### config.mk
export PLATFORM = sky130hd
export DESIGN_NAME = i2c_master_byte_controller
export DESIGN_NICKNAME = d
export VERILOG_FILES = /design/src/hw/rtl/i2cmbc_pkg.sv /design/src/hw/rtl/i2c_master_byte_controller.sv /design/src/hw/rtl/i2cmbc_front.sv /design/src/hw/rtl/i2cmbc_engine.sv
export SDC_FILE = /design/constraint.sdc
export NUM_CORES = 1
export LEC_CHECK = 0
export ABC_AREA = 1
export CAP_MARGIN = 20
export CORE_ASPECT_RATIO = 1.2
export CORE_UTILIZATION = 35
export DETAILED_ROUTE_END_ITERATION = 7
export DONT_BUFFER_PORTS = 1
export PLACE_DENSITY = 0.61
export SLEW_MARGIN = 20
export SYNTH_ARGS = -nofsm -noshare
export SYNTH_HDL_FRONTEND = slang
export SYNTH_HIERARCHICAL = 1
export SYNTH_SLANG_ARGS = --single-unit
### constraint.sdc
create_clock -name clock -period 4.1 [get_ports clock]
set_clock_uncertainty 0.15 [all_clocks]
set_input_delay 0 -clock clock [delete_from_list [all_inputs] [get_ports clock]]
set_output_delay 0 -clock clock [all_outputs]
set_load 0.01 [all_outputs]
### src/hw/rtl/i2cmbc_pkg.sv
// shared types and constants for the i2c master byte controller
// no dependencies
package i2cmbc_pkg;

   localparam int DIVIDER_BITS_DEFAULT = 12;
   localparam int BAUD_RESET = 193;
   localparam int QUEUE_DEPTH = 2;

   localparam logic [2:0] FUNC_START   = 3'd0;
   localparam logic [2:0] FUNC_RESTART = 3'd1;
   localparam logic [2:0] FUNC_STOP    = 3'd2;
   localparam logic [2:0] FUNC_WRITE   = 3'd3;
   localparam logic [2:0] FUNC_READ    = 3'd4;

   typedef enum logic [7:0] {
      PH_IDLE    = 8'b0000_0001,
      PH_START   = 8'b0000_0010,
      PH_RESTART = 8'b0000_0100,
      PH_STOP    = 8'b0000_1000,
      PH_WR_LOW  = 8'b0001_0000,
      PH_WR_HIGH = 8'b0010_0000,
      PH_RD_LOW  = 8'b0100_0000,
      PH_RD_HIGH = 8'b1000_0000
   } phase_type;

   typedef struct packed {
      logic       cmd_valid;
      logic [2:0] func;
      logic [7:0] tx_data;
      logic       ack_to_send;
      logic       sda_in;
   } tick_type;

   typedef struct packed {
      logic       scl_low;
      logic       sda_low;
      logic       busy_res;
      logic       done_res;
      logic       ack_received;
      logic [7:0] rx_data;
      logic       cmd_rejected;
   } result_type;

endpackage

### src/hw/rtl/i2c_master_byte_controller.sv
// i2c master byte controller: one tick transaction in, one result out
// a tick is registered in the queue, then the sequencer step registers its result for the response port
// throughput: one tick per cycle while the response output is not stalled by rsp_tready
// synchronous active-high reset: idle, lines released, divisor 193
// depends on i2cmbc_pkg, i2cmbc_front, i2cmbc_engine
module i2c_master_byte_controller #(
   parameter int DIVIDER_BITS = i2cmbc_pkg::DIVIDER_BITS_DEFAULT
) (
   input  logic                    clock,
   input  logic                    reset,
   input  logic                    csr_valid,
   output logic                    csr_ready,
   input  logic [DIVIDER_BITS-1:0] csr_data,
   input  logic                    req_tvalid,
   output logic                    req_tready,
   // cmd_valid, func[3], tx_data[8], ack_to_send, sda_in, zero pad[2]
   input  logic [15:0]             req_tdata,
   output logic                    rsp_tvalid,
   input  logic                    rsp_tready,
   // scl_low, sda_low, busy_res, done_res, ack_received, rx_data[8], cmd_rejected, pad[2]
   output logic [15:0]             rsp_tdata
);
   import i2cmbc_pkg::*;

   tick_type   in_tick, q_tick;
   result_type res;
   logic       q_valid, q_ready;

   assign csr_ready = 1'b1;
   assign in_tick.cmd_valid   = req_tdata[0];
   assign in_tick.func        = req_tdata[3:1];
   assign in_tick.tx_data     = req_tdata[11:4];
   assign in_tick.ack_to_send = req_tdata[12];
   assign in_tick.sda_in      = req_tdata[13];

   assign rsp_tdata = {2'b00, res.cmd_rejected, res.rx_data, res.ack_received,
                       res.done_res, res.busy_res, res.sda_low, res.scl_low};

   i2cmbc_front u_front (
      .clock, .reset, .in_valid(req_tvalid), .in_ready(req_tready), .in_tick,
      .q_valid, .q_ready, .q_tick
   );

   i2cmbc_engine #(.DIVIDER_BITS(DIVIDER_BITS)) u_engine (
      .clock, .reset, .csr_valid, .csr_data, .q_valid, .q_ready, .q_tick,
      .out_valid(rsp_tvalid), .out_ready(rsp_tready), .out_res(res)
   );
endmodule

### src/hw/rtl/i2cmbc_front.sv
// front end: accepts tick transactions and queues them
// depends on i2cmbc_pkg
module i2cmbc_front (
   input  logic                  clock,
   input  logic                  reset,
   input  logic                  in_valid,
   output logic                  in_ready,
   input  i2cmbc_pkg::tick_type  in_tick,
   output logic                  q_valid,
   input  logic                  q_ready,
   output i2cmbc_pkg::tick_type  q_tick
);
   import i2cmbc_pkg::*;

   tick_type   mem_ff [QUEUE_DEPTH];
   logic       wr_ptr_ff, wr_ptr_in, rd_ptr_ff, rd_ptr_in;
   logic [1:0] count_ff, count_in;
   logic       push, pop;

   assign in_ready = (count_ff != 2'(QUEUE_DEPTH)) || q_ready;
   assign q_valid  = count_ff != 2'd0;
   assign q_tick   = mem_ff[rd_ptr_ff];
   assign push     = in_valid && in_ready;
   assign pop      = q_valid && q_ready;

   always_comb begin
      wr_ptr_in = push ? ~wr_ptr_ff : wr_ptr_ff;
      rd_ptr_in = pop ? ~rd_ptr_ff : rd_ptr_ff;
      count_in  = count_ff + 2'(push) - 2'(pop);
   end

   always_ff @(posedge clock) begin
      if (push) begin
         mem_ff[wr_ptr_ff] <= in_tick;
      end
   end

   always_ff @(posedge clock) begin
      if (reset) begin
         wr_ptr_ff <= 1'b0;
         rd_ptr_ff <= 1'b0;
         count_ff  <= 2'd0;
      end else begin
         wr_ptr_ff <= wr_ptr_in;
         rd_ptr_ff <= rd_ptr_in;
         count_ff  <= count_in;
      end
   end
endmodule

### src/hw/rtl/i2cmbc_engine.sv
// back end: bus sequencer stepping one tick per queued transaction
// depends on i2cmbc_pkg
module i2cmbc_engine #(
   parameter int DIVIDER_BITS = i2cmbc_pkg::DIVIDER_BITS_DEFAULT
) (
   input  logic                    clock,
   input  logic                    reset,
   input  logic                    csr_valid,
   input  logic [DIVIDER_BITS-1:0] csr_data,
   input  logic                    q_valid,
   output logic                    q_ready,
   input  i2cmbc_pkg::tick_type    q_tick,
   output logic                    out_valid,
   input  logic                    out_ready,
   output i2cmbc_pkg::result_type  out_res
);
   import i2cmbc_pkg::*;

   logic [DIVIDER_BITS-1:0] baud_ff, baud_in;
   phase_type               phase_ff, phase_in;
   logic [3:0]              bit_ff, bit_in;
   logic [DIVIDER_BITS:0]   cnt_ff, cnt_in;
   logic [7:0]              shift_ff, shift_in;
   logic                    ack_ff, ack_in;
   logic [7:0]              rxbuf_ff, rxbuf_in;
   logic                    scl_ff, scl_in, sda_ff, sda_in_d, pend_ff, pend_in;
   logic                    ovalid_ff, ovalid_in;
   result_type              res_ff, res_in;
   logic                    step, done, rej, slot_end, apply;
   logic [7:0]              sh_next;

   assign q_ready   = !ovalid_ff || out_ready;
   assign step      = q_valid && q_ready;
   assign out_valid = ovalid_ff;
   assign out_res   = res_ff;
   assign slot_end  = cnt_ff >= ({1'b0, baud_ff} + 1'b1);
   assign baud_in   = csr_valid ? csr_data : baud_ff;

   always_comb begin
      phase_in = phase_ff; bit_in = bit_ff; cnt_in = cnt_ff;
      shift_in = shift_ff; ack_in = ack_ff; rxbuf_in = rxbuf_ff;
      scl_in = scl_ff; sda_in_d = sda_ff; pend_in = pend_ff;
      done = 1'b0; rej = 1'b0; apply = 1'b0; sh_next = '0;
      if (step) begin
         if (phase_ff != PH_IDLE) begin
            rej = q_tick.cmd_valid;
            if (slot_end) begin
               cnt_in = '0;
               apply = 1'b1;
               unique case (phase_ff)
                  PH_START: begin
                     scl_in = 1'b1; sda_in_d = 1'b1; done = 1'b1;
                  end
                  PH_RESTART: begin
                     if (bit_ff >= 4'd2) begin
                        scl_in = 1'b1; sda_in_d = 1'b1; done = 1'b1;
                     end else begin
                        bit_in = bit_ff + 4'd1;
                     end
                  end
                  PH_STOP: begin
                     if (bit_ff >= 4'd2) done = 1'b1;
                     else bit_in = bit_ff + 4'd1;
                  end
                  PH_WR_LOW: phase_in = PH_WR_HIGH;
                  PH_RD_LOW: phase_in = PH_RD_HIGH;
                  PH_WR_HIGH: begin
                     if (bit_ff >= 4'd8) begin
                        ack_in = q_tick.sda_in; scl_in = 1'b1; sda_in_d = 1'b0;
                        done = 1'b1;
                     end else begin
                        shift_in = {shift_ff[6:0], 1'b0};
                        bit_in = bit_ff + 4'd1; phase_in = PH_WR_LOW;
                     end
                  end
                  PH_RD_HIGH: begin
                     if (bit_ff >= 4'd8) begin
                        scl_in = 1'b1; sda_in_d = 1'b0; done = 1'b1;
                     end else begin
                        sh_next = {shift_ff[6:0], q_tick.sda_in};
                        shift_in = sh_next;
                        if (bit_ff == 4'd7) rxbuf_in = sh_next;
                        bit_in = bit_ff + 4'd1; phase_in = PH_RD_LOW;
                     end
                  end
                  default: done = 1'b1;
               endcase
               if (done) begin
                  phase_in = PH_IDLE; bit_in = '0; apply = 1'b0;
               end
            end else begin
               cnt_in = cnt_ff + 1'b1;
            end
         end else if (q_tick.cmd_valid && q_tick.func <= FUNC_READ) begin
            bit_in = '0; cnt_in = '0; apply = 1'b1;
            unique case (q_tick.func)
               FUNC_START:   phase_in = PH_START;
               FUNC_RESTART: phase_in = PH_RESTART;
               FUNC_STOP:    phase_in = PH_STOP;
               FUNC_WRITE: begin
                  phase_in = PH_WR_LOW; shift_in = q_tick.tx_data;
               end
               default: begin
                  phase_in = PH_RD_LOW; shift_in = '0; pend_in = q_tick.ack_to_send;
               end
            endcase
         end
         if (apply) begin
            unique case (phase_in)
               PH_START: begin scl_in = 1'b0; sda_in_d = 1'b1; end
               PH_RESTART: begin
                  if (bit_in == 4'd0) begin scl_in = 1'b1; sda_in_d = 1'b0; end
                  else if (bit_in == 4'd1) begin scl_in = 1'b0; sda_in_d = 1'b0; end
                  else begin scl_in = 1'b0; sda_in_d = 1'b1; end
               end
               PH_STOP: begin
                  if (bit_in == 4'd0) begin scl_in = 1'b1; sda_in_d = 1'b1; end
                  else if (bit_in == 4'd1) begin scl_in = 1'b0; sda_in_d = 1'b1; end
                  else begin scl_in = 1'b0; sda_in_d = 1'b0; end
               end
               PH_WR_LOW: begin
                  scl_in = 1'b1;
                  sda_in_d = (bit_in < 4'd8) ? ~shift_in[7] : 1'b0;
               end
               PH_RD_LOW: begin
                  scl_in = 1'b1;
                  sda_in_d = (bit_in < 4'd8) ? 1'b0 : ~pend_in;
               end
               PH_WR_HIGH, PH_RD_HIGH: scl_in = 1'b0;
               default: ;
            endcase
         end
      end
      res_in.scl_low      = scl_in;
      res_in.sda_low      = sda_in_d;
      res_in.busy_res     = phase_in != PH_IDLE;
      res_in.done_res     = done;
      res_in.ack_received = ack_in;
      res_in.rx_data      = rxbuf_in;
      res_in.cmd_rejected = rej;
      ovalid_in = step ? 1'b1 : (ovalid_ff && !out_ready);
   end

   always_ff @(posedge clock) begin
      if (step) res_ff <= res_in;
   end

   always_ff @(posedge clock) begin
      if (reset) begin
         baud_ff <= DIVIDER_BITS'(BAUD_RESET);
         phase_ff <= PH_IDLE; bit_ff <= '0; cnt_ff <= '0; shift_ff <= '0;
         ack_ff <= 1'b0; rxbuf_ff <= '0; scl_ff <= 1'b0; sda_ff <= 1'b0;
         pend_ff <= 1'b0; ovalid_ff <= 1'b0;
      end else begin
         baud_ff <= baud_in;
         phase_ff <= phase_in; bit_ff <= bit_in; cnt_ff <= cnt_in;
         shift_ff <= shift_in; ack_ff <= ack_in; rxbuf_ff <= rxbuf_in;
         scl_ff <= scl_in; sda_ff <= sda_in_d; pend_ff <= pend_in;
         ovalid_ff <= ovalid_in;
      end
   end
endmodule

After elaboration in Yosys (flattened, before gate mapping)
Memory sizes are Yosys's and may differ from the RTL's. A register that Yosys moved wholly into a read port is not among the register bits.
Cells that the tools add are included.
Widths: inputs -> output; s select.
{"block": "classes", "n_addsub": 5, "mul": 0, "div": 0, "order_cmp": 5, "eq_ne": 28, "shift": 0, "mux": 83, "n_bitwise": 4, "reduce_logical": 23}
{"cell": "$mux 8", "count": 20}
{"cell": "$mux 1", "count": 43}
{"cell": "$mux 13", "count": 3}
{"cell": "$pmux 8 s2", "count": 2}
{"cell": "$pmux 8 s4", "count": 1}
{"cell": "$mux 4", "count": 7}
{"cell": "$pmux 7 s4", "count": 1}
{"cell": "$eq 8x2->1 const B", "count": 2}
{"cell": "$eq 8x3->1 const B", "count": 2}
{"cell": "$eq 8x4->1 const B", "count": 2}
{"cell": "$eq 8x5->1 const B", "count": 2}
{"cell": "$eq 8x6->1 const B", "count": 2}
{"cell": "$eq 8x7->1 const B", "count": 2}
{"cell": "$eq 8x8->1 const B", "count": 2}
{"cell": "$ne 8x1->1 const B", "count": 2}
{"cell": "$add 12x1->13 const B", "count": 1}
{"cell": "$add 13x1->13 const B", "count": 1}
{"cell": "$ge 13x13->1", "count": 1}
{"cell": "$ne 4x4->1 const B", "count": 3}
{"cell": "$pmux 1 s3", "count": 4}
{"cell": "$reduce_or 2->1", "count": 5}
{"cell": "$ne 3x3->1 const B", "count": 3}
{"cell": "$pmux 4 s2", "count": 1}
{"cell": "$reduce_and 7->1", "count": 1}
{"cell": "23 further kinds", "count": 35}
{"block": "word_totals", "register_bits": 76, "latch_bits": 0, "mem_bits_rw": 28, "romBits": 0, "in_bits": 33, "out_inout_bits": 19, "wordCells": 171, "mem_count": 1}
{"memory": "u_front.mem_ff", "words": 2, "word_bits": 14, "rd": 1, "rd_ports_with_merged_regs": 1, "wr": 1, "line_no": "i2cmbc_front.sv:15", "rtl": "tick_type mem_ff [QUEUE_DEPTH];"}

Logic depth before layout (Yosys ltp)
Gate-level depths: netlist (run 1).
{"block": "depth", "word_depth": 16, "ltp_mapped": 29, "ltp_nobuf": 29}

Hierarchy
Netlist (run 1), hierarchy kept.
{"module": "i2cmbc_engine", "instances": 1, "cells_per_inst": 630, "area_each_um2": 4531.8, "seq_area_each_um2": 1581.5}
{"module": "i2cmbc_front", "instances": 1, "cells_per_inst": 81, "area_each_um2": 1258.7, "seq_area_each_um2": 940.9}
{"module": "i2c_master_byte_controller", "instances": 1, "cells_per_inst": 5, "area_each_um2": 30.0, "seq_area_each_um2": 0.0}

Worst setup path after synthesis (run 1)
OpenSTA, ideal clock, no wires.
{"block": "synth_timing", "kind": "register to register", "start": "register u_engine.baud_ff[2]", "end": "register u_engine.res_ff, in the netlist u_engine/out_res[12], data pin", "setup_time_ns": 0.250, "arrival_time_ns": 3.049, "t_required_ns": 3.700, "path_slack_ns": 0.651, "stages_incl_launch_ff": 26, "n_path_buf": 1, "period_less_slack_ns": 3.449, "cell_sequence": "dfxtp_1 > nand3_1 > nor3_1 > nand3_1 > nor2_1 > nand4_1 > xnor2_1 > inv_1 > ha_1 > nand2_2 > inv_2 > a21oi_2 > nand2_1 > nor2_4 > nand2_4 > buf_6 > nand2_1 > nand4_2 > nor2_2 > nand3_1 > nand3_1 > nand2_1 > nand2_1 > nand3_2 > nand2_2 > inv_1"}
{"element": "start: declaration", "line_no": "i2cmbc_engine.sv:19", "rtl": "logic [DIVIDER_BITS-1:0] baud_ff, baud_in;"}
{"element": "start signal: assignment", "line_no": "i2cmbc_engine.sv:150", "rtl": "baud_ff <= DIVIDER_BITS'(BAUD_RESET);"}
{"element": "start signal: assignment", "line_no": "i2cmbc_engine.sv:155", "rtl": "baud_ff <= baud_in;"}
{"element": "end signal: assignment", "line_no": "i2cmbc_engine.sv:145", "rtl": "if (step) res_ff <= res_in;"}
{"element": "end: declaration", "line_no": "i2cmbc_engine.sv:28", "rtl": "result_type res_ff, res_in;"}

==> flow_metrics.py, run 1 <==
metrics = {
    "outcome": {
        "status": "completed",
    },
    "synthesis": {
        "synth_top_area_share_pct": 21.7,
        "syn_inst": 716,
        "ys_dominant_reg_cell": "dfxtp_1",
        "yosys-top-cells-area": "dfxtp_1 (22%), edfxtp_1 (22%), nand2_1 (8.3%), inv_1 (6.3%), nor2_1 (4.5%)",
        "synth_cell_types": 46,
        "async_flop_share_pct": 0,
        "yosysMostFrequentCell": "nand2_1",
        "ys_warn_count": 6,
        "yosysTopAreaCell": "dfxtp_1",
        "syn_avg_cell_area_um2": 8.13,
        "syn-cell-area_mm2": 0.00582,
        "synth_edf_count": 42,
        "synth-seq-cells": 105,
        "seq_area_frac_synth_pct": 43.3,
        "synth_common_cells": "nand2_1 (128), inv_1 (98), nor2_1 (70), dfxtp_1 (63)",
    },
    "clock_tree": {
        "tritoncts": "yes",
        "clkSlewWorstSetupHoldPaths_ns": 0.07,
        "cts_sinks": 105,
        "root_buffer": "clkbuf_16",
        "numCtsBuffers": 9,
        "cts.path.max_buffers": 2,
        "clk_latency_ns": 0.36,
        "htreeDepth": 3,
    },
    "pwr": {
        "power_density_mw_per_mm2": 608,
        "ir_drop_uv": 232,
        "power.total_w": 0.00412,
        "leakage_nw": 2.91,
    },
    "worst_setup_path": {
        "cpPeakStageDelay_ns": 0.35,
        "cp-end-kind": "flip-flop",
        "worstPathArrival_ns": 3.71,
        "crit_top_cell": "nand2_1",
        "path_class": "flip-flop to flip-flop",
        "crit_required_ns": 4.07,
        "crit_path_top_delay_cell": "dfxtp_2",
        "worstPathMaxFanout": 5,
        "crit_path_start_kind": "flip-flop",
    },
    "detailed_routing": {
        "drtAntennaViolNets": 0,
        "avgRoutedWirePerCell_um": 12.9,
        "drcViolationCount": 0,
        "route.vias.total": 4725,
        "first_pass_iters": 4,
        "via_per_inst": 4.88,
        "wirelength_um": 12500,
        "drt_iter0_markers": 199,
    },
    "global_route": {
        "grtUsageMet3_pct": 3.95,
        "grt_max_degree": 43,
        "grt_pass1_wl_um": 21000,
        "busiest_layer": "met2",
        "grt_use_met2_pct": 27.4,
        "grt_pass1_vias": 4429,
        "antenna_found_initial": 0,
        "grt_overflow_total": 0,
        "grtUsageMet1_pct": 18.3,
        "grt_use_total_pct": 15.7,
    },
    "sta": {
        "rsz0062_at_grt": "false",
        "slew_violations": 0,
        "finalSetupViolCount": 0,
        "final_hold_viol_count": 0,
        "timing.fmax_ghz": 0.267,
        "worst_slew_pin_slew_ns": 0.661,
        "finalCritPeriodShare_pct": 91.2,
        "slew_headroom_pct": 55.9,
        "fin_ws_ns": 0.360,
        "fin_setup_tns_ns": 0,
        "period_needed_ns": 3.74,
    },
    "placement": {
        "routabilityCongestion": 0.853,
        "io_buffers": 0,
        "place_ws_ns": 0.223,
        "dpl_cell_area_mm2": 0.00601,
        "hpwl_um": 8940,
    },
    "finish": {
        "antenna_cells": 0,
        "areaGrowthSynthToFinish_pct": 16.4,
        "design_area_mm2": 0.00677,
        "nets": 805,
        "final_util_pct": 41.6,
        "final_layout_size_suffix_gt1_share_pct": 15.7,
    },
    "floorplanning": {
        "dieArea_mm2": 0.0172,
        "io_pins": 52,
        "initial_utilization_pct": 35.8,
        "die_w_um": 120,
        "placementRows": 51,
        "fp.coreArea_mm2": 0.0163,
        "fp.dieH_um": 143,
    },
    "flow_run": {
        "maxCapViolations": 0,
    },
    "hold_path": {
        "hold_class": "input port to flip-flop",
    },
}
==> state kept, by name (all words and copies together), names as in the netlist, 2 cells and up, named ones only <==
| name | flops |
|---|---|
| u_front/count_ff | 2 |
| u_engine/baud_ff | 12 |
| u_engine/bit_ff | 4 |
| u_engine/out_res | 14 |
| u_engine/rxbuf_ff | 8 |
| u_engine/phase_ff | 8 |
| u_front/mem_ff | 28 |
| u_engine/cnt_ff | 13 |
| u_engine/shift_ff | 8 |
==> routing by layer <==
layer  wire length, um  vias up  share of wire [%]
li1                  -     2449                  -
met1              5650     2174                 45
met2              6120       86                 49
met3               508       16                4.1
met4               260        0                2.1
met5                 0        -                  0
==> report_power, final <==
group | leakage, nW | internal [W] | total, W | switching, W
Sequential | 0.915 | 0.00133 | 0.00153 | 0.000195
Combinational | 1.84 | 0.000558 | 0.00169 | 0.00114
Clock | 0.156 | 0.000468 | 0.000900 | 0.000432
Total | 2.91 | 0.00236 | 0.00412 | 0.00176
==> path summary, 6_finish.rpt <==
kind                                           from  cells after the start  slack [ns]                    to
worst max register to register  u_engine/baud_ff[0]                     26        0.36  u_engine/out_res[12]
worst min-delay path                   req_tdata[7]                      1        0.14  u_front/mem_ff[0][5]
worst min register to register      u_engine/scl_ff                      2        0.35       u_engine/scl_ff
worst max-delay path            u_engine/baud_ff[0]                     26        0.36  u_engine/out_res[12]
==> final cells by class <==
type | count | area (um2)
fillers | 1622 | 9500
multi-input cells | 485 | 2850
flip-flops and latches | 105 | 2530
repair buffers | 43 | 413
inverters | 108 | 408
well taps | 212 | 265
clock buffers | 10 | 250
clock inverters | 6 | 62.6
==> what timing repair did <==
item	in CTS	in global routing
setup buffers	0	5
hold buffers	32	0
endpoints found under the setup margin	0	11
endpoints found under the hold margin	97	0
resized for setup	0	18
==> critical path: cells and delay by family, from the launching register on <==
kind | cells | cell delay, ns
xor gates and xnor gates | 1 | 0.18
buffers and inverters | 3 | 0.26
and+or+nand+nor | 19 | 1.95
adders and majority gates | 2 | 0.47
DFF | 1 | 0.35
AOI/OAI and AO/OA | 1 | 0.12
==> logic make-up (layout without fill, tap and decap cells) <==
logic type | Yosys count | count (layout) | share of synthesized area [%]
flops | 105 | 105 | 43.3
other cells | 2 | 3 | 0.129
xor+xnor | 11 | 11 | 1.66
buf+inv | 128 | 167 | 9.05
mux | 15 | 15 | 2.88
simple gates | 310 | 311 | 25.8
fa+ha+maj | 20 | 20 | 4.30
compound gates | 125 | 125 | 12.8
==> layout by cell type (no fill, tap or decap), drive strengths merged, types with 8 or more instances in the layout <==
cell type    instances
a21oi               41
nand3               49
o21ai               49
a211oi              17
dfxtp               63
ha                  20
a221oi               9
xor2                 8
nand2              140
nor2                89
or2                  8
mux2                14
nand4                8
buf                 12
clkbuf              10
dlygate4sd3         31
edfxtp              42
inv                111
nor3                 9
==> through the flow <==
step	hold WS [ns]	cells
final	0.141	969
after global placement	-0.0754	915
after global routing	0.134	969
after CTS	0.129	963
after detailed placement	-0.0723	915
after floorplan	-0.0788	717
No activity file was read; power rests on OpenSTA's default activity.
==> inputs of run 2 (changes only) <==
--- a/config.mk
+++ b/config.mk
@@ -12,6 +12,7 @@
 export DETAILED_ROUTE_END_ITERATION = 7
 export DONT_BUFFER_PORTS = 1
 export PLACE_DENSITY = 0.61
+export RECOVER_POWER = 100
 export SLEW_MARGIN = 20
 export SYNTH_ARGS = -nofsm -noshare
 export SYNTH_HDL_FRONTEND = slang
==> constraint.sdc (replaced) <==
create_clock -name clock -period 4.1 [get_ports clock]
set_clock_uncertainty 0.15 [all_clocks]
set_input_delay 0.615 -clock clock [delete_from_list [all_inputs] [get_ports clock]]
set_output_delay 0.615 -clock clock [all_outputs]
set_load 0.01 [all_outputs]
==> run 2 against run 1 <==
  * Sequential power barely moved
  * Combinational power is 5% lower
  * First-iteration DRC count is 19% lower
  * Maximum frequency is 1.5% lower
  * Clock power is 6.1% lower
  * Die area unchanged
  * Sequential share of layout area grew 2.1 points
  * Sequential cell count is the same
  * Cell area down 5.3%
  * Cell count shrank 3.4%
  * Global-route usage shrank 0.51 points
  * Register-to-register slack got worse by 0.06 ns
  * Largest cell class unchanged
==> flow_metrics.py, run 2 (synthesized netlist as in run 1, its figures left out) <==
metrics = {
    "outcome": {
        "status": "completed",
    },
    "clock_tree": {
        "cts.path.max_buffers": 2,
        "cts_hold_buf": 0,
        "htreeDepth": 3,
        "root_buffer": "clkbuf_16",
        "cts_sinks": 105,
        "tritoncts": "yes",
        "numCtsBuffers": 9,
        "clkSlewWorstSetupHoldPaths_ns": 0.07,
        "clk_latency_ns": 0.36,
    },
    "floorplanning": {
        "die_w_um": 120,
        "dieArea_mm2": 0.0172,
        "fp.coreArea_mm2": 0.0163,
        "placementRows": 51,
        "io_pins": 52,
        "initial_utilization_pct": 35.8,
        "fp.dieH_um": 143,
    },
    "global_route": {
        "grt_use_total_pct": 15.2,
        "grt_pass1_wl_um": 20300,
        "antenna_found_initial": 0,
        "grt_pass1_vias": 4315,
        "grt_max_degree": 43,
        "grt_overflow_total": 0,
    },
    "worst_setup_path": {
        "path_class": "flip-flop to flip-flop",
        "cpPeakStageDelay_ns": 0.35,
        "crit_path_top_delay_cell": "dfxtp_2",
        "crit_top_cell": "nand2_1",
        "r2r-start": "u_engine/baud_ff[0]",
        "crit_required_ns": 4.07,
        "crit_path_start_kind": "flip-flop",
        "r2r_end": "u_engine/out_res[12]",
        "ff2ff_setup_slack_ns": 0.30,
        "cp-end-kind": "flip-flop",
        "worstPathArrival_ns": 3.77,
        "worstPathMaxFanout": 6,
        "rr_worst_depth": 26,
    },
    "finish": {
        "final_cells": 936,
        "top_register": "u_front/mem_ff",
        "layout_commonest_cell": "nand2_1",
        "nets": 772,
        "final_cell_mix": "nand2_1 (128), inv_1 (98), nor2_1 (66), dfxtp_1 (60), o21ai_0 (44)",
        "areaGrowthSynthToFinish_pct": 10.1,
        "final_layout_size_suffix_gt1_share_pct": 15.1,
        "largest_reg_flops": 28,
        "antenna_cells": 0,
    },
    "sta": {
        "slew_headroom_pct": 38.6,
        "hold-worst-slack_ns": 0.171,
        "fin_setup_tns_ns": 0,
        "final_hold_viol_count": 0,
        "worst_slew_pin_slew_ns": 0.921,
        "finalCritPeriodShare_pct": 92.6,
        "slew_violations": 0,
        "finalSetupViolCount": 0,
        "timing.fmax_ghz": 0.263,
        "period_needed_ns": 3.80,
    },
    "pwr": {
        "power_density_mw_per_mm2": 620,
        "ir_drop_uv": 256,
        "leakage_nw": 2.75,
    },
    "detailed_routing": {
        "drt_iter0_markers": 161,
        "first_pass_iters": 4,
        "drcViolationCount": 0,
        "route.vias.total": 4542,
        "via_per_inst": 4.85,
        "drtAntennaViolNets": 0,
        "avgRoutedWirePerCell_um": 13.2,
        "wirelength_um": 12300,
    },
    "hold_path": {
        "whs_endpoint": "u_engine/out_valid",
        "min-delay-start": "reset",
        "whs_path_depth": 1,
        "hold_class": "input port to flip-flop",
    },
    "placement": {
        "hpwl_um": 8960,
        "routabilityCongestion": 0.848,
        "place_inst": 915,
        "io_buffers": 0,
    },
    "flow_run": {
        "maxCapViolations": 0,
    },
}
## run 2: cell count changes in the layout (fill, tap and decap cells not counted), sizes merged
cell | previous run | this run
dlygate4sd3 | 31 | 0
buf | 12 | 7
clkbuf | 10 | 13
inv | 111 | 108
clkinvlp | 0 | 2
clkinv | 3 | 4
## run 2: per-stage QoR
stage	worst slack, ns	cell area, um2	power (W)	util (%)
6_report	0.302	6410	0.00398	39.4
5_1_grt	-0.0216	6410	0.00430	39.4
4_1_cts	0.109	6300	0.00403	38.7
3_5_place_dp	0.125	6010	0.00317	37.0
3_3_place_gp	0.194	6010	0.00316	37.0
2_1_floorplan	0.651	5820	0.00280	-
## run 2: worst max-delay path by stage
| stage | from | slack, ns | endpoint | cells after the start |
|---|---|---|---|---|
| floorplan | u_engine/baud_ff[2] | 0.65 | u_engine/out_res[12] | 25 |
| global placement | u_engine/baud_ff[2] | 0.19 | u_engine/out_res[12] | 24 |
| detailed placement | u_engine/baud_ff[2] | 0.13 | u_engine/shift_ff[6] | 18 |
| CTS | u_engine/baud_ff[2] | 0.11 | u_engine/out_res[12] | 24 |
| global route | u_engine/baud_ff[0] | -0.02 | u_engine/out_res[12] | 29 |
| finish | u_engine/baud_ff[0] | 0.30 | u_engine/out_res[12] | 26 |
## run 2: layout make-up
type,instances,area (um2)
well taps,212,265
clock inverters,6,62.6
multi-input cells,485,2830
inverters,108,405
flip-flops and latches,105,2530
fillers,1677,9860
clock buffers,10,229
repair buffers,10,88.8
## run 2: power breakdown
part / leakage [nW] / switching [W] / internal [W]
logic: 1.70 / 0.00110 / 0.000509
clock network: 0.135 / 0.000418 / 0.000427
registers: 0.915 / 0.000191 / 0.00133
total: 2.75 / 0.00171 / 0.00227
## run 2: repair_timing
action                                  4_1_cts  5_1_grt
resized for setup                             0       14
endpoints found under the setup margin        0       19
buffers inserted                              0        4
endpoints found under the hold margin         0        0
## run 2: metal layers
layer,part of all wire (%),wire [um],track usage (%),up-vias
li1,-,-,-,2382
met1,45,5490,17.4,2071
met2,49,6100,26.9,70
met3,4.1,510,3.47,19
met4,1.9,235,6.45,0
met5,0,0,0,-
## run 2: worst max-delay path, delay by kind of cell (launching register included)
| family | cells | cell delay (ns) |
|---|---|---|
| compound gates | 1 | 0.12 |
| simple gates | 19 | 2.02 |
| fa+ha+maj | 2 | 0.46 |
| buf+inv | 3 | 0.27 |
| flops | 1 | 0.35 |
| xor+xnor | 1 | 0.19 |
==> inputs of run 3 (changes only) <==
--- a/config.mk
+++ b/config.mk
@@ -6,12 +6,12 @@
 export NUM_CORES = 1
 export LEC_CHECK = 0
 export ABC_AREA = 1
+export BUFFER_PORTS_ARGS = -buffer_cell sky130_fd_sc_hd__buf_2
 export CAP_MARGIN = 20
 export CORE_ASPECT_RATIO = 1.2
 export CORE_UTILIZATION = 35
 export DETAILED_ROUTE_END_ITERATION = 7
-export DONT_BUFFER_PORTS = 1
-export PLACE_DENSITY = 0.61
+export PLACE_DENSITY = 0.64
 export RECOVER_POWER = 100
 export SLEW_MARGIN = 20
 export SYNTH_ARGS = -nofsm -noshare
==> run 3 against run 2 <==
  * Critical path depth is the same
  * Critical path type unchanged
  * Clock power grew 14%
  * First-iteration DRC count grew 66%
==> flow_metrics.py, run 3 (synthesized netlist as in run 1, its figures left out) <==
metrics = {
    "finish": {
        "final_cell_mix": "nand2_1 (128), inv_1 (98), nor2_1 (67), dfxtp_1 (61), o21ai_0 (44)",
        "final_layout_size_suffix_gt1_share_pct": 16.7,
        "layout_commonest_cell": "nand2_1",
        "top_register": "u_front/mem_ff",
        "largest_reg_flops": 28,
        "nets": 819,
        "areaGrowthSynthToFinish_pct": 14.2,
        "antenna_cells": 0,
        "design_area_mm2": 0.00665,
    },
    "floorplanning": {
        "placementRows": 51,
        "io_pins": 52,
        "fp.dieH_um": 143,
        "die_w_um": 120,
        "dieArea_mm2": 0.0172,
        "fp.coreArea_mm2": 0.0163,
        "initial_utilization_pct": 35.8,
    },
    "sta": {
        "final_hold_viol_count": 0,
        "timing.fmax_ghz": 0.261,
        "fin_ws_ns": 0.272,
        "slew_headroom_pct": 42.0,
        "slew_violations": 0,
        "finalSetupViolCount": 0,
        "finalCritPeriodShare_pct": 93.4,
        "period_needed_ns": 3.83,
        "hold-worst-slack_ns": 0.290,
        "worst_slew_pin_slew_ns": 0.871,
    },
    "worst_setup_path": {
        "cp-end-kind": "flip-flop",
        "path_class": "flip-flop to flip-flop",
        "crit_path_top_delay_cell": "dfxtp_1",
        "crit_required_ns": 4.07,
        "crit_path_start_kind": "flip-flop",
        "crit_cells": 26,
        "path_buf_inv": 2,
        "cpPeakStageDelay_ns": 0.37,
        "crit_top_cell": "nand2_1",
        "rr_worst_depth": 26,
        "worstPathMaxFanout": 9,
        "cp_top_family": "simple AND/OR/NAND/NOR gates",
        "worstPathArrival_ns": 3.80,
    },
    "outcome": {
        "status": "completed",
    },
    "detailed_routing": {
        "drt_iter0_markers": 268,
        "drcViolationCount": 0,
        "avgRoutedWirePerCell_um": 12.5,
        "route.vias.total": 4736,
        "drtAntennaViolNets": 0,
        "wirelength_um": 12300,
        "first_pass_iters": 7,
        "via_per_inst": 4.82,
    },
    "global_route": {
        "busiest_layer": "met2",
        "grt_pass1_vias": 4523,
        "grtUsageMet1_pct": 18.0,
        "grt_use_total_pct": 15.6,
        "grtUsageMet3_pct": 2.84,
        "grt_overflow_total": 0,
        "grt_use_met2_pct": 27.1,
        "grt_max_degree": 42,
        "grt_pass1_wl_um": 20900,
        "antenna_found_initial": 0,
    },
    "pwr": {
        "p_clk_share_pct": 23.1,
        "power_density_mw_per_mm2": 628,
        "p_switching_w": 0.00173,
        "ir_drop_uv": 270,
        "combinationalPowerShare_pct": 41.5,
        "leakage_nw": 2.88,
        "seqPwrFrac_pct": 35.4,
        "p_sw_share_pct": 41.3,
        "p_int_w": 0.00245,
    },
    "clock_tree": {
        "clk_latency_ns": 0.36,
        "numCtsBuffers": 9,
        "clkSlewWorstSetupHoldPaths_ns": 0.07,
        "cts.path.max_buffers": 2,
        "cts_hold_buf": 0,
        "tritoncts": "yes",
        "root_buffer": "clkbuf_16",
        "htreeDepth": 3,
        "cts_sinks": 105,
    },
    "placement": {
        "routabilityCongestion": 0.837,
        "dpl_cell_area_mm2": 0.00625,
        "io_buffers": 46,
        "place_ws_ns": 0.146,
        "hpwl_um": 8960,
    },
    "flow_run": {
        "maxCapViolations": 0,
    },
    "hold_path": {
        "hold_class": "input port to flip-flop",
        "whs_path_depth": 1,
    },
}
## run 3: cell count changes in the layout (fill, tap and decap cells not counted), sizes merged
cell	change
buf	+23
nand2	-1
clkbuf	+25
clkinvlp	-2
bufinv	+2
## run 3: cell type report
| class | instances | area, um2 |
|---|---|---|
| clock buffers | 10 | 239 |
| clock inverters | 6 | 97.6 |
| fillers | 1666 | 9630 |
| inverters | 108 | 405 |
| multi-input cells | 484 | 2820 |
| flip-flops and latches | 105 | 2520 |
| well taps | 212 | 265 |
| repair buffers | 58 | 293 |
## run 3: path summary, 6_finish.rpt
kind	from	to	slack, ns
max	u_engine/baud_ff[1]	u_engine/out_res[12]	0.27
min	req_tdata[9]	u_front/mem_ff[0][7]	0.29
max reg2reg	u_engine/baud_ff[1]	u_engine/out_res[12]	0.27
min reg2reg	u_engine/scl_ff	u_engine/scl_ff	0.35
## run 3: metrics by stage
stage	total power, W	instances	setup TNS [ns]	util [%]
5_1_grt	0.00451	983	-0.0123	40.8
4_1_cts	0.00421	978	0	40.5
6_report	0.00417	983	0	40.8
3_5_place_dp	0.00324	962	0	38.4
3_3_place_gp	0.00322	962	0	38.4
2_1_floorplan	0.00280	717	0	-
## run 3: timing repair
action,CTS,global route
setup buffers,0,5
setup endpoints to repair,0,26
resized for setup,0,13
## run 3: layer usage
layer  part of all wire, %  up-vias
met5                     0        -
met4                   2.8        0
met3                   4.4       26
met2                    48      108
met1                    44     2123
li1                      -     2479
## run 3: power groups by stage
| stage | sequential [W] | clock (W) | combinational, W |
|---|---|---|---|
| after floorplan | 0.00149 | 0 | 0.00131 |
| after global routing | 0.00151 | 0.00102 | 0.00197 |
| final | 0.00148 | 0.000965 | 0.00173 |
| after detailed placement | 0.00150 | 0 | 0.00174 |
| after global placement | 0.00149 | 0 | 0.00173 |
| after CTS | 0.00148 | 0.000985 | 0.00175 |
